## src/rtl/fpa_pkg.sv

```systemverilog
// Package for the fit-policy partition allocator.
// Holds sizes, action/status/policy codes and the search token type.
// Used by fpa_cell and fit_policy_partition_allocator; depends on nothing.
package fpa_pkg;

    // Table size and derived widths.
    localparam int PARTS = 8;
    localparam int IDX_W = (PARTS > 1) ? $clog2(PARTS) : 1;
    localparam int CNT_W = $clog2(PARTS + 1);

    // Field widths fixed by the interface.
    localparam int BASE_W = 32;
    localparam int SIZE_W = 16;

    // Last step of the scan, as a step counter value.
    localparam logic [IDX_W-1:0] LAST_STEP = IDX_W'(PARTS - 1);

    // Full table, as an entry count.
    localparam logic [CNT_W-1:0] FULL_COUNT = CNT_W'(PARTS);

    // Input transaction actions.
    typedef enum logic [1:0] {
        ACT_CLEAR = 2'd0,
        ACT_ADD   = 2'd1,
        ACT_ALLOC = 2'd2,
        ACT_NONE  = 2'd3
    } t_action;

    // Fit policy register values. The spare code behaves as first fit.
    typedef enum logic [1:0] {
        POL_FIRST = 2'd0,
        POL_BEST  = 2'd1,
        POL_WORST = 2'd2,
        POL_SPARE = 2'd3
    } t_policy;

    // Result status codes.
    typedef enum logic [2:0] {
        ST_DONE    = 3'd0,
        ST_ALLOC   = 3'd1,
        ST_NOFIT   = 3'd2,
        ST_REFUSED = 3'd3,
        ST_FULL    = 3'd4,
        ST_ZERO    = 3'd5
    } t_status;

    // Controller states.
    typedef enum logic [1:0] {
        S_IDLE,
        S_SCAN,
        S_FINISH
    } t_state;

    // Best candidate so far, handed from cell to cell during a scan.
    typedef struct packed {
        logic              found;
        logic [IDX_W-1:0]  idx;
        logic [SIZE_W-1:0] space;
        logic [BASE_W-1:0] base;
        logic [SIZE_W-1:0] used;
    } t_token;

endpackage

```

## src/rtl/fpa_cell.sv

```systemverilog
// One partition cell of the allocator chain: stores one table entry and
// compares it against the search token passing by. Depends on fpa_pkg.
module fpa_cell (
    input  logic                      i_clk,
    input  logic [fpa_pkg::IDX_W-1:0] i_idx,
    input  logic                      i_live,
    input  logic [1:0]                i_policy,
    input  logic [fpa_pkg::SIZE_W-1:0] i_req_size,
    input  fpa_pkg::t_token           i_tok,
    output fpa_pkg::t_token           o_tok,
    input  logic                      i_wr,
    input  logic [fpa_pkg::BASE_W-1:0] i_wr_base,
    input  logic [fpa_pkg::SIZE_W-1:0] i_wr_size,
    input  logic                      i_commit
);

    logic [fpa_pkg::BASE_W-1:0] r_base;
    logic [fpa_pkg::SIZE_W-1:0] r_space;
    logic [fpa_pkg::SIZE_W-1:0] r_used;
    fpa_pkg::t_token            r_tok;
    fpa_pkg::t_token            n_tok;
    logic                       fits;
    logic                       better;

    // Decide whether this entry beats the candidate carried by the token.
    always_comb begin
        fits = i_live && (r_space >= i_req_size);
        if (i_policy == fpa_pkg::POL_BEST && r_space != i_tok.space) begin
            better = r_space < i_tok.space;
        end else if (i_policy == fpa_pkg::POL_WORST && r_space != i_tok.space) begin
            better = r_space > i_tok.space;
        end else begin
            // Equal base keeps the earlier entry, which was added first.
            better = r_base < i_tok.base;
        end
        if (fits && (!i_tok.found || better)) begin
            n_tok.found = 1'b1;
            n_tok.idx   = i_idx;
            n_tok.space = r_space;
            n_tok.base  = r_base;
            n_tok.used  = r_used;
        end else begin
            n_tok = i_tok;
        end
    end

    // Hand the token on to the next cell every cycle.
    always_ff @(posedge i_clk) begin
        r_tok <= n_tok;
    end

    assign o_tok = r_tok;

    // Entry storage: loaded by an add, updated when a grant lands here.
    always_ff @(posedge i_clk) begin
        if (i_wr) begin
            r_base  <= i_wr_base;
            r_space <= i_wr_size;
            r_used  <= '0;
        end else if (i_commit) begin
            r_space <= r_space - i_req_size;
            r_used  <= r_used + i_req_size;
        end
    end

endmodule

```

## src/rtl/fit_policy_partition_allocator.sv

```systemverilog
// Top level of the fit-policy partition allocator: controller, policy register,
// output register and the chain of partition cells. Depends on fpa_pkg, fpa_cell.

// Clear, add, unused actions, refused requests and zero-size requests finish in the
// cycle they are accepted and show their result on the next cycle. An allocate request
// that needs a search is accepted, then the search token moves one cell per scan step
// down the chain of partition cells; once the output register is free, a finish step
// commits the grant to the chosen cell and loads the result. A new transaction is
// accepted only while the controller is idle; a search may start while the previous
// result still waits to be taken. Ties go to the lowest base, then to the entry added
// first. The fit policy is written through i_cfg_wr_en and is meant to change only
// while the block is idle.
module fit_policy_partition_allocator (
    input  logic        i_clk,
    input  logic        i_rst_n,
    input  logic        i_cfg_wr_en,
    input  logic [1:0]  i_cfg_wr_data,
    input  logic        i_in_valid,
    output logic        o_in_stall,
    input  logic [1:0]  i_action,
    input  logic [31:0] i_part_base,
    input  logic [15:0] i_part_size,
    input  logic [15:0] i_req_size,
    output logic        o_out_valid,
    input  logic        i_out_stall,
    output logic [2:0]  o_status,
    output logic [31:0] o_grant_base,
    output logic [15:0] o_grant_offset,
    output logic [15:0] o_request_index
);

    localparam int PARTS = fpa_pkg::PARTS;
    localparam int IDX_W = fpa_pkg::IDX_W;
    localparam int CNT_W = fpa_pkg::CNT_W;

    fpa_pkg::t_state   r_state, n_state;
    logic [IDX_W-1:0]  r_step, n_step;
    logic [CNT_W-1:0]  r_count, n_count;
    logic              r_failed, n_failed;
    logic [15:0]       r_req_cnt, n_req_cnt;
    logic [1:0]        r_policy;
    logic [15:0]       r_req_size, n_req_size;
    logic [15:0]       r_ridx, n_ridx;
    logic              r_out_valid, n_out_valid;
    logic [2:0]        r_out_status, n_out_status;
    logic [31:0]       r_out_base, n_out_base;
    logic [15:0]       r_out_offset, n_out_offset;
    logic [15:0]       r_out_index, n_out_index;

    logic              in_accept;
    logic              out_free;
    logic              immediate;
    logic              wr_en;
    logic              commit_en;
    logic              ld;
    logic [2:0]        ld_status;
    logic [31:0]       ld_base;
    logic [15:0]       ld_offset;
    logic [15:0]       ld_index;

    fpa_pkg::t_token   tok_chain [PARTS+1];
    fpa_pkg::t_token   final_tok;

    // Handshake decode. Results produced at once need the output register.
    assign out_free  = !r_out_valid || !i_out_stall;
    assign immediate = (i_action != fpa_pkg::ACT_ALLOC) || r_failed || (i_req_size == '0);
    assign o_in_stall = (r_state != fpa_pkg::S_IDLE) || (!out_free && immediate);
    assign in_accept  = i_in_valid && !o_in_stall;

    // Fit policy register.
    always_ff @(posedge i_clk) begin
        if (!i_rst_n) begin
            r_policy <= fpa_pkg::POL_FIRST;
        end else if (i_cfg_wr_en) begin
            r_policy <= i_cfg_wr_data;
        end
    end

    // Next state, table control and result loading.
    always_comb begin
        n_state     = r_state;
        n_step      = r_step;
        n_count     = r_count;
        n_failed    = r_failed;
        n_req_cnt   = r_req_cnt;
        n_req_size  = r_req_size;
        n_ridx      = r_ridx;
        wr_en       = 1'b0;
        commit_en   = 1'b0;
        ld          = 1'b0;
        ld_status   = fpa_pkg::ST_DONE;
        ld_base     = '0;
        ld_offset   = '0;
        ld_index    = '0;

        unique case (r_state)
            fpa_pkg::S_IDLE: begin
                if (in_accept) begin
                    unique case (i_action)
                        fpa_pkg::ACT_CLEAR: begin
                            n_count   = '0;
                            n_failed  = 1'b0;
                            n_req_cnt = '0;
                            ld        = 1'b1;
                        end
                        fpa_pkg::ACT_ADD: begin
                            ld = 1'b1;
                            if (r_count == fpa_pkg::FULL_COUNT) begin
                                ld_status = fpa_pkg::ST_FULL;
                            end else begin
                                wr_en   = 1'b1;
                                n_count = r_count + 1'b1;
                            end
                        end
                        fpa_pkg::ACT_ALLOC: begin
                            n_ridx    = r_req_cnt;
                            n_req_cnt = r_req_cnt + 1'b1;
                            if (r_failed) begin
                                ld        = 1'b1;
                                ld_status = fpa_pkg::ST_REFUSED;
                                ld_index  = r_req_cnt;
                            end else if (i_req_size == '0) begin
                                ld        = 1'b1;
                                ld_status = fpa_pkg::ST_ZERO;
                                ld_index  = r_req_cnt;
                            end else begin
                                n_req_size = i_req_size;
                                n_step     = '0;
                                n_state    = fpa_pkg::S_SCAN;
                            end
                        end
                        default: begin
                            ld = 1'b1;
                        end
                    endcase
                end
            end
            fpa_pkg::S_SCAN: begin
                n_step = r_step + 1'b1;
                if (r_step == fpa_pkg::LAST_STEP) begin
                    n_state = fpa_pkg::S_FINISH;
                end
            end
            fpa_pkg::S_FINISH: begin
                if (out_free) begin
                    ld       = 1'b1;
                    ld_index = r_ridx;
                    if (final_tok.found) begin
                        commit_en = 1'b1;
                        ld_status = fpa_pkg::ST_ALLOC;
                        ld_base   = final_tok.base;
                        ld_offset = final_tok.used;
                    end else begin
                        ld_status = fpa_pkg::ST_NOFIT;
                        n_failed  = 1'b1;
                    end
                    n_state = fpa_pkg::S_IDLE;
                end
            end
            default: begin
                n_state = fpa_pkg::S_IDLE;
            end
        endcase

        // Output register: drained by the consumer, loaded with a new result.
        n_out_valid  = r_out_valid && i_out_stall;
        n_out_status = r_out_status;
        n_out_base   = r_out_base;
        n_out_offset = r_out_offset;
        n_out_index  = r_out_index;
        if (ld) begin
            n_out_valid  = 1'b1;
            n_out_status = ld_status;
            n_out_base   = ld_base;
            n_out_offset = ld_offset;
            n_out_index  = ld_index;
        end
    end

    // Control registers.
    always_ff @(posedge i_clk) begin
        if (!i_rst_n) begin
            r_state     <= fpa_pkg::S_IDLE;
            r_step      <= '0;
            r_count     <= '0;
            r_failed    <= 1'b0;
            r_req_cnt   <= '0;
            r_out_valid <= 1'b0;
        end else begin
            r_state     <= n_state;
            r_step      <= n_step;
            r_count     <= n_count;
            r_failed    <= n_failed;
            r_req_cnt   <= n_req_cnt;
            r_out_valid <= n_out_valid;
        end
    end

    // Payload registers.
    always_ff @(posedge i_clk) begin
        r_req_size   <= n_req_size;
        r_ridx       <= n_ridx;
        r_out_status <= n_out_status;
        r_out_base   <= n_out_base;
        r_out_offset <= n_out_offset;
        r_out_index  <= n_out_index;
    end

    // A fresh, empty token enters the head of the chain every cycle.
    assign tok_chain[0] = '0;
    assign final_tok    = tok_chain[PARTS];

    // Chain of partition cells.
    for (genvar i = 0; i < PARTS; i++) begin : g_cell
        fpa_cell u_cell (
            .i_clk      (i_clk),
            .i_idx      (IDX_W'(i)),
            .i_live     (CNT_W'(i) < r_count),
            .i_policy   (r_policy),
            .i_req_size (r_req_size),
            .i_tok      (tok_chain[i]),
            .o_tok      (tok_chain[i+1]),
            .i_wr       (wr_en && (r_count == CNT_W'(i))),
            .i_wr_base  (i_part_base),
            .i_wr_size  (i_part_size),
            .i_commit   (commit_en && (final_tok.idx == IDX_W'(i)))
        );
    end

    assign o_out_valid     = r_out_valid;
    assign o_status        = r_out_status;
    assign o_grant_base    = r_out_base;
    assign o_grant_offset  = r_out_offset;
    assign o_request_index = r_out_index;

endmodule
```

## config.mk

```make
export PLATFORM = sky130hd
export DESIGN_NAME = fit_policy_partition_allocator
export DESIGN_NICKNAME = d
export VERILOG_FILES = /design/src/rtl/fpa_pkg.sv /design/src/rtl/fpa_cell.sv /design/src/rtl/fit_policy_partition_allocator.sv
export SDC_FILE = /design/constraint.sdc
export NUM_CORES = 2
export LEC_CHECK = 0
export ABC_AREA = 1
export ABC_CLOCK_PERIOD_IN_PS = 8420
export CORE_AREA = 2 2 365 367
export CTS_CLUSTER_DIAMETER = 120
export DETAILED_ROUTE_END_ITERATION = 6
export DIE_AREA = 0 0 367 369
export DONT_BUFFER_PORTS = 1
export GPL_ROUTABILITY_DRIVEN = 0
export MAX_ROUTING_LAYER = met4
export PLACE_DENSITY = 0.64
export SLEW_MARGIN = 10
export SYNTH_ARGS = -nofsm -noshare
export SYNTH_HDL_FRONTEND = slang
export SYNTH_SLANG_ARGS = --single-unit
```

## constraint.sdc

```tcl
create_clock -name i_clk -period 8.42 [get_ports i_clk]
set_input_delay 1.684 -clock i_clk [delete_from_list [all_inputs] [get_ports i_clk]]
set_output_delay 1.684 -clock i_clk [all_outputs]
set_load 0.02 [all_outputs]
```

## Word level (Yosys, flattened, before mapping)

Index checks and enable logic that the tools add are counted.

| storage, ports and cells | value |
|---|---|
| logic and storage cells | 355 |
| bits in writable memories | 0 |
| output and inout port bits | 69 |
| memories kept | 0 |
| latch bits | 0 |
| register bits after elaboration | 1168 |
| ROM bits | 0 |
| bits of input ports | 73 |

| cells by class | value |
|---|---|
| reductions and logical operators | 96 |
| multiplexer cells | 86 |
| bitwise logic cells | 2 |
| equal/unequal tests | 39 |
| multiply operators | 0 |
| shift-type cells | 0 |
| $lt $le $gt $ge | 37 |
| add/sub/neg operators | 19 |
| div/mod/pow operators | 0 |

Operators with widths:

| kind | number |
|---|---|
| 64-bit two-way mux | 6 |
| 16-bit two-way mux | 21 |
| 32-bit less-than comparator | 7 |
| 16-bit adder | 8 |
| 16-bit >= comparator | 8 |
| 16-bit subtractor | 8 |
| 16-bit > comparator | 7 |
| 16-bit less-than comparator | 7 |
| 16-bit inequality test | 7 |
| 68-bit two-way mux | 1 |
| 16-bit case mux with 2 select lines | 2 |
| 1-bit logical AND | 48 |
| 48-bit two-way mux | 1 |
| 1-bit two-way mux | 31 |
| 2-bit nonzero test | 13 |
| 3-bit two-way mux | 8 |
| 3-bit case mux with 2 select lines | 3 |
| 16-bit by 1-bit adder with 16-bit output, second input constant | 1 |
| 4-bit by 3-bit equality test with 1-bit output, second input constant | 4 |
| 16-bit logical NOT | 1 |
| 3-bit by 4-bit less-than comparator with 1-bit output, first input constant | 4 |
| 2-bit two-way mux | 8 |
| 2-bit inequality test, second input constant | 8 |
| 3-bit equality test, second input constant | 5 |
| other kinds (26) | 62 |

## Longest topological paths before layout

| depth | value |
|---|---|
| depth in word-level cells | 11 |
| depth in mapped cells | 20 |
| gate-level depth less buffers | 18 |

## By module

A second synthesis with hierarchy kept.

| second synthesis, totals | value |
|---|---|
| cells, all modules | 7865 |
| area, all modules | 64187.8 um2 |

Modules (own cells, without submodules):

| module | cells each | instances | area each (um2) | sequential area each (um2) |
|---|---|---|---|---|
| fpa_cell at g_cell[0].u_cell ... | 909 | 4 | 7325.8 | 3123.0 |
| fpa_cell at g_cell[7].u_cell | 921 | 1 | 7319.5 | 3123.0 |
| fpa_cell at g_cell[2].u_cell | 913 | 1 | 7277.0 | 3123.0 |
| fpa_cell at g_cell[6].u_cell | 912 | 1 | 7273.2 | 3123.0 |
| fpa_cell at g_cell[1].u_cell | 912 | 1 | 7264.5 | 3123.0 |
| fit_policy_partition_allocator | 571 | 1 | 5750.5 | 3553.4 |

## Worst setup path before layout

OpenSTA, ideal clock, no wires.

| path | value |
|---|---|
| path type | input to register |
| from | in i_action[0] |
| to | reg r_out_base[0] (netlist: o_grant_base[0]), enable pin |
| data arrival time | 4101 ps |
| data required time | 7993 ps |
| setup slack | 3892 ps |
| stages on the path | 9 |
| library setup time | 427 ps |
| buffers on the path | 1 |
| path through | inv_1 -> ha_1 -> buf_2 -> nand3_1 -> a21oi_2 -> nand2_4 -> inv_1 -> nand2_1 -> nand2_1 |

| on the way | value |
|---|---|
| longest elaborated chain between the ends | 9 |
| elaborated cells between the ends (all ways) | 11 |
| those cells by class | 2 x eq/ne; 3 x mux; 6 x reduce/logical |

RTL lines:

| element | RTL line | text |
|---|---|---|
| start, declared | fit_policy_partition_allocator.sv:20 | `input logic [1:0] i_action,` |
| 2-bit inequality test | fit_policy_partition_allocator.sv:66 | `assign immediate = (i_action != fpa_pkg::ACT_ALLOC) \|\| r_failed \|\| (i_req_size == '0);` |
| 1-bit logical OR (2 in series) | fit_policy_partition_allocator.sv:66 |  |
| 1-bit logical AND | fit_policy_partition_allocator.sv:67 | `assign o_in_stall = (r_state != fpa_pkg::S_IDLE) \|\| (!out_free && immediate);` |
| 1-bit logical OR | fit_policy_partition_allocator.sv:67 |  |
| 1-bit logical NOT | fit_policy_partition_allocator.sv:68 | `assign in_accept = i_in_valid && !o_in_stall;` |
| 1-bit logical AND | fit_policy_partition_allocator.sv:68 |  |
| 1-bit two-way mux * | fit_policy_partition_allocator.sv:98 | `if (in_accept) begin` |
| 1-bit case mux with 2 select lines * | fit_policy_partition_allocator.sv:96 | `unique case (r_state)` |
| named net ld | fit_policy_partition_allocator.sv:55 | `logic ld;` |
| end signal, assigned | fit_policy_partition_allocator.sv:204 | `r_out_base <= n_out_base;` |
| end, declared | fit_policy_partition_allocator.sv:46 | `logic [31:0] r_out_base, n_out_base;` |

Mark *: on every way through the listed nets, which the timed path passes. The rest lies on a longest branch.
A chain may end at the register's enable or synchronous reset.

==> results.md <==
- Worst-path clk slew: 0.06 ns
- DR WL met2: 81.5 mm
- Drt via density: 5.39
- Antenna violations before repair: 1
- Synth-to-Final Area Change: 9.71%
- # rows: 133
- Nets: 7766
- Endpoints failing setup: 0
- Wl on met1: 71.8 mm
- Crit path max fanout: 66
- Async SR Flop Fraction: 0
- Leak: about 29 nW
- Grt ovf: 0
- CTS max path bufs: 3
- Crit path capture type: flop
- Total core area: 131000 µm²
- Max layer used: met4
- First-pass GRT wire length: approximately 270 mm
- Warnings from Yosys: 0
- Post-Route WL: 173 mm
- Die height: 369 µm
- Top FF cell, synth: dfxtp_1
- WL met3: 12.8 mm
- Setup WS post-layout: 3.67 ns
- Setup TNS: 0 ns
- Initial Utilization: 0.459
- Die width: about 370 µm
- Antenna-violating nets left: 0
- Via count: ~48000
- CTS tree: yes
- CTS Hold Buffers Added: 0
- Clock Tree Root: clkbuf_16
- Synth cell types: 51
- Failing checks: DRC
- CTS sink cnt: 1161
- RSZ-0062 raised after global routing: false
- Total die area: 135000 µm²
- Status: complete, but fails checks
- Final Cycle Share: 0.565
- Htree depth: 4
- Minimum clock period: 4.75 ns
- GRT Overall Usage: 0.260
- Crit path launch type: flop
- Dpl ws: between 3 and 4 ns
- Boundary Pins: 142
- Post-Syn Instances: 7137
- Postcts setup bufs: 0
- Dpl hpwl: 124 mm
- Crit path required time: between 9 and 10 ns
- Post-synth EDFFs: 483
- Post-cts sizing count: 0
- Largest net degree at the start of global routing: 69
- Power Density: between 150 and 200 nW/µm²
- Layout cell share with drive strength beyond 1: 0.0475
- Yosys reg bits: 1161
- Vias in the first global route: between 40000 and 50000
- Post-Syn Area: 60200 µm²
- Number of fill cells: 12300
- Clock Skew: about 0.027 ns
- Antenna Cells: 0
- Max IR drop VDD: 0.152 mV
- DR DRC count: 1
- Rel. slew slack: 0.190
- Sequential fraction of the synthesis area: 0.467
- DRT Pass-1 Iters: 7
- Syn_area_per_cell: 8.43 µm²
- WL/cell: slightly below 20 µm
- Tightest Pin Transition: 1.21 ns
- Max-Cap Viols: 0
- Final Hold Fails: 0
- Hold WC Path Type: flop to flop
- Initial drt markers: 4166
- Max-slew violations: 0
- CTS Buf Count: 130
- Clk_lat worst skew: 0.78 ns
- Crit path DAT: 5.40 ns
- F_max: 0.210 GHz
- Net Count, Synth: 7812
- Port Buf Inserts: 0
- Critical path class: flop to flop
-- layout by cell type, fill, tap and decap left out, drive strengths merged, types with 72 or more instances in the layout --
master	Yosys	routed
xor2	72	72
xnor2	102	102
o21ai	364	364
ha	586	586
a21oi	447	447
edfxtp	483	483
nand2	1896	1896
clkbuf	54	191
dfxtp	678	678
nand3	590	590
inv	874	882
nor2	454	454
-- cell type report --
class	count	area, µm²	share of cell area
Clock buffer	191	3850	0.0583
Clock inverter	49	534	0.00809
Inverter	875	3290	0.0498
Multi-Input combinational cell	4874	27700	0.420
Sequential cell	1161	28100	0.425
Tap cell	1755	2200	0.0333
Timing Repair Buffer	49	368	0.00557
-- per-layer routing --
metal,GRT usage,vias to the layer above
met1,0.320,22700
met5,-,-
li1,-,23500
met2,0.427,1698
met3,0.0389,364
met4,0.110,0
-- power breakdown --
part           leakage (nW)  switching (mW)  internal (mW)
sequential             9.87          0.0581           5.93
combinational          16.5           0.340          0.181
clock                  2.15            2.41           3.36
-- cell usage after synthesis (72+ instances only) --
master,instances,area (µm²)
xor2_1,72,631
nand2_1,1892,7100
dfxtp_1,678,13600
inv_1,848,3180
a21oi_1,446,2230
ha_1,586,7330
buf_2,130,651
xnor2_1,102,893
nor2_1,441,1660
o21ai_0,319,1600
edfxtp_1,483,14500
nand3_1,589,2950
-- state kept, by name (all words and copies together), names as in the netlist --
register               flops
g_cell.u_cell.o_tok      521
g_cell.u_cell.r_base     256
g_cell.u_cell.r_space    128
g_cell.u_cell.r_used     128
o_grant_base              32
o_grant_offset            16
o_request_index           16
r_req_cnt                 16
r_req_size                16
r_ridx                    16
r_count                    4
o_status                   3
r_step                     3
r_policy                   2
r_state                    2
o_out_valid                1
r_failed                   1
-- per-stage QoR --
step	area [µm²]	power (mW)	hold slack, ns	std cells	utilization
2_1_floorplan	60200	6.48	0.388	7137	-
3_3_place_gp	61600	6.60	0.394	8714	0.470
3_5_place_dp	61600	6.61	0.396	8714	0.470
4_1_cts	66000	12.4	0.399	8954	0.503
5_1_grt	66000	12.7	0.427	8954	0.503
6_report	66000	12.3	0.403	8954	0.503
-- path summary, 6_finish.rpt --
kind                                            startpoint                    endpoint  slack, ns  depth (start not counted)
worst max-delay path                         r_req_size[2]  g_cell[3].u_cell.o_tok[11]       3.67                         14
worst min register to register  g_cell[1].u_cell.o_tok[64]  g_cell[2].u_cell.o_tok[64]       0.40                          2
worst min-delay path            g_cell[1].u_cell.o_tok[64]  g_cell[2].u_cell.o_tok[64]       0.40                          2
worst max register to register               r_req_size[2]  g_cell[3].u_cell.o_tok[11]       3.67                         14
-- cell families after synthesis --
logic type      Yosys count  synth area share
compound gates         1024            0.0947
xor+xnor                174            0.0253
fa+ha+maj               602             0.127
buf+inv                1102            0.0739
flops                  1161             0.467
mux                       6          0.000998
simple gates           3068             0.211
-- critical path, cell delays in order (launching register included) --
cell and delay (ns):
edfxtp_1 0.40, buf_4 0.27, inv_1 0.33, ha_1 0.47, nand2_1 0.09, o21ai_1 0.26, a21oi_1 0.20, o211ai_1 0.22
nand2_1 0.09, inv_2 0.05, buf_4 0.72, nand2_2 0.69, buf_4 0.52, nand2_1 0.15, nand2_1 0.06
Note: power is estimated with default switching activity, not from simulation.
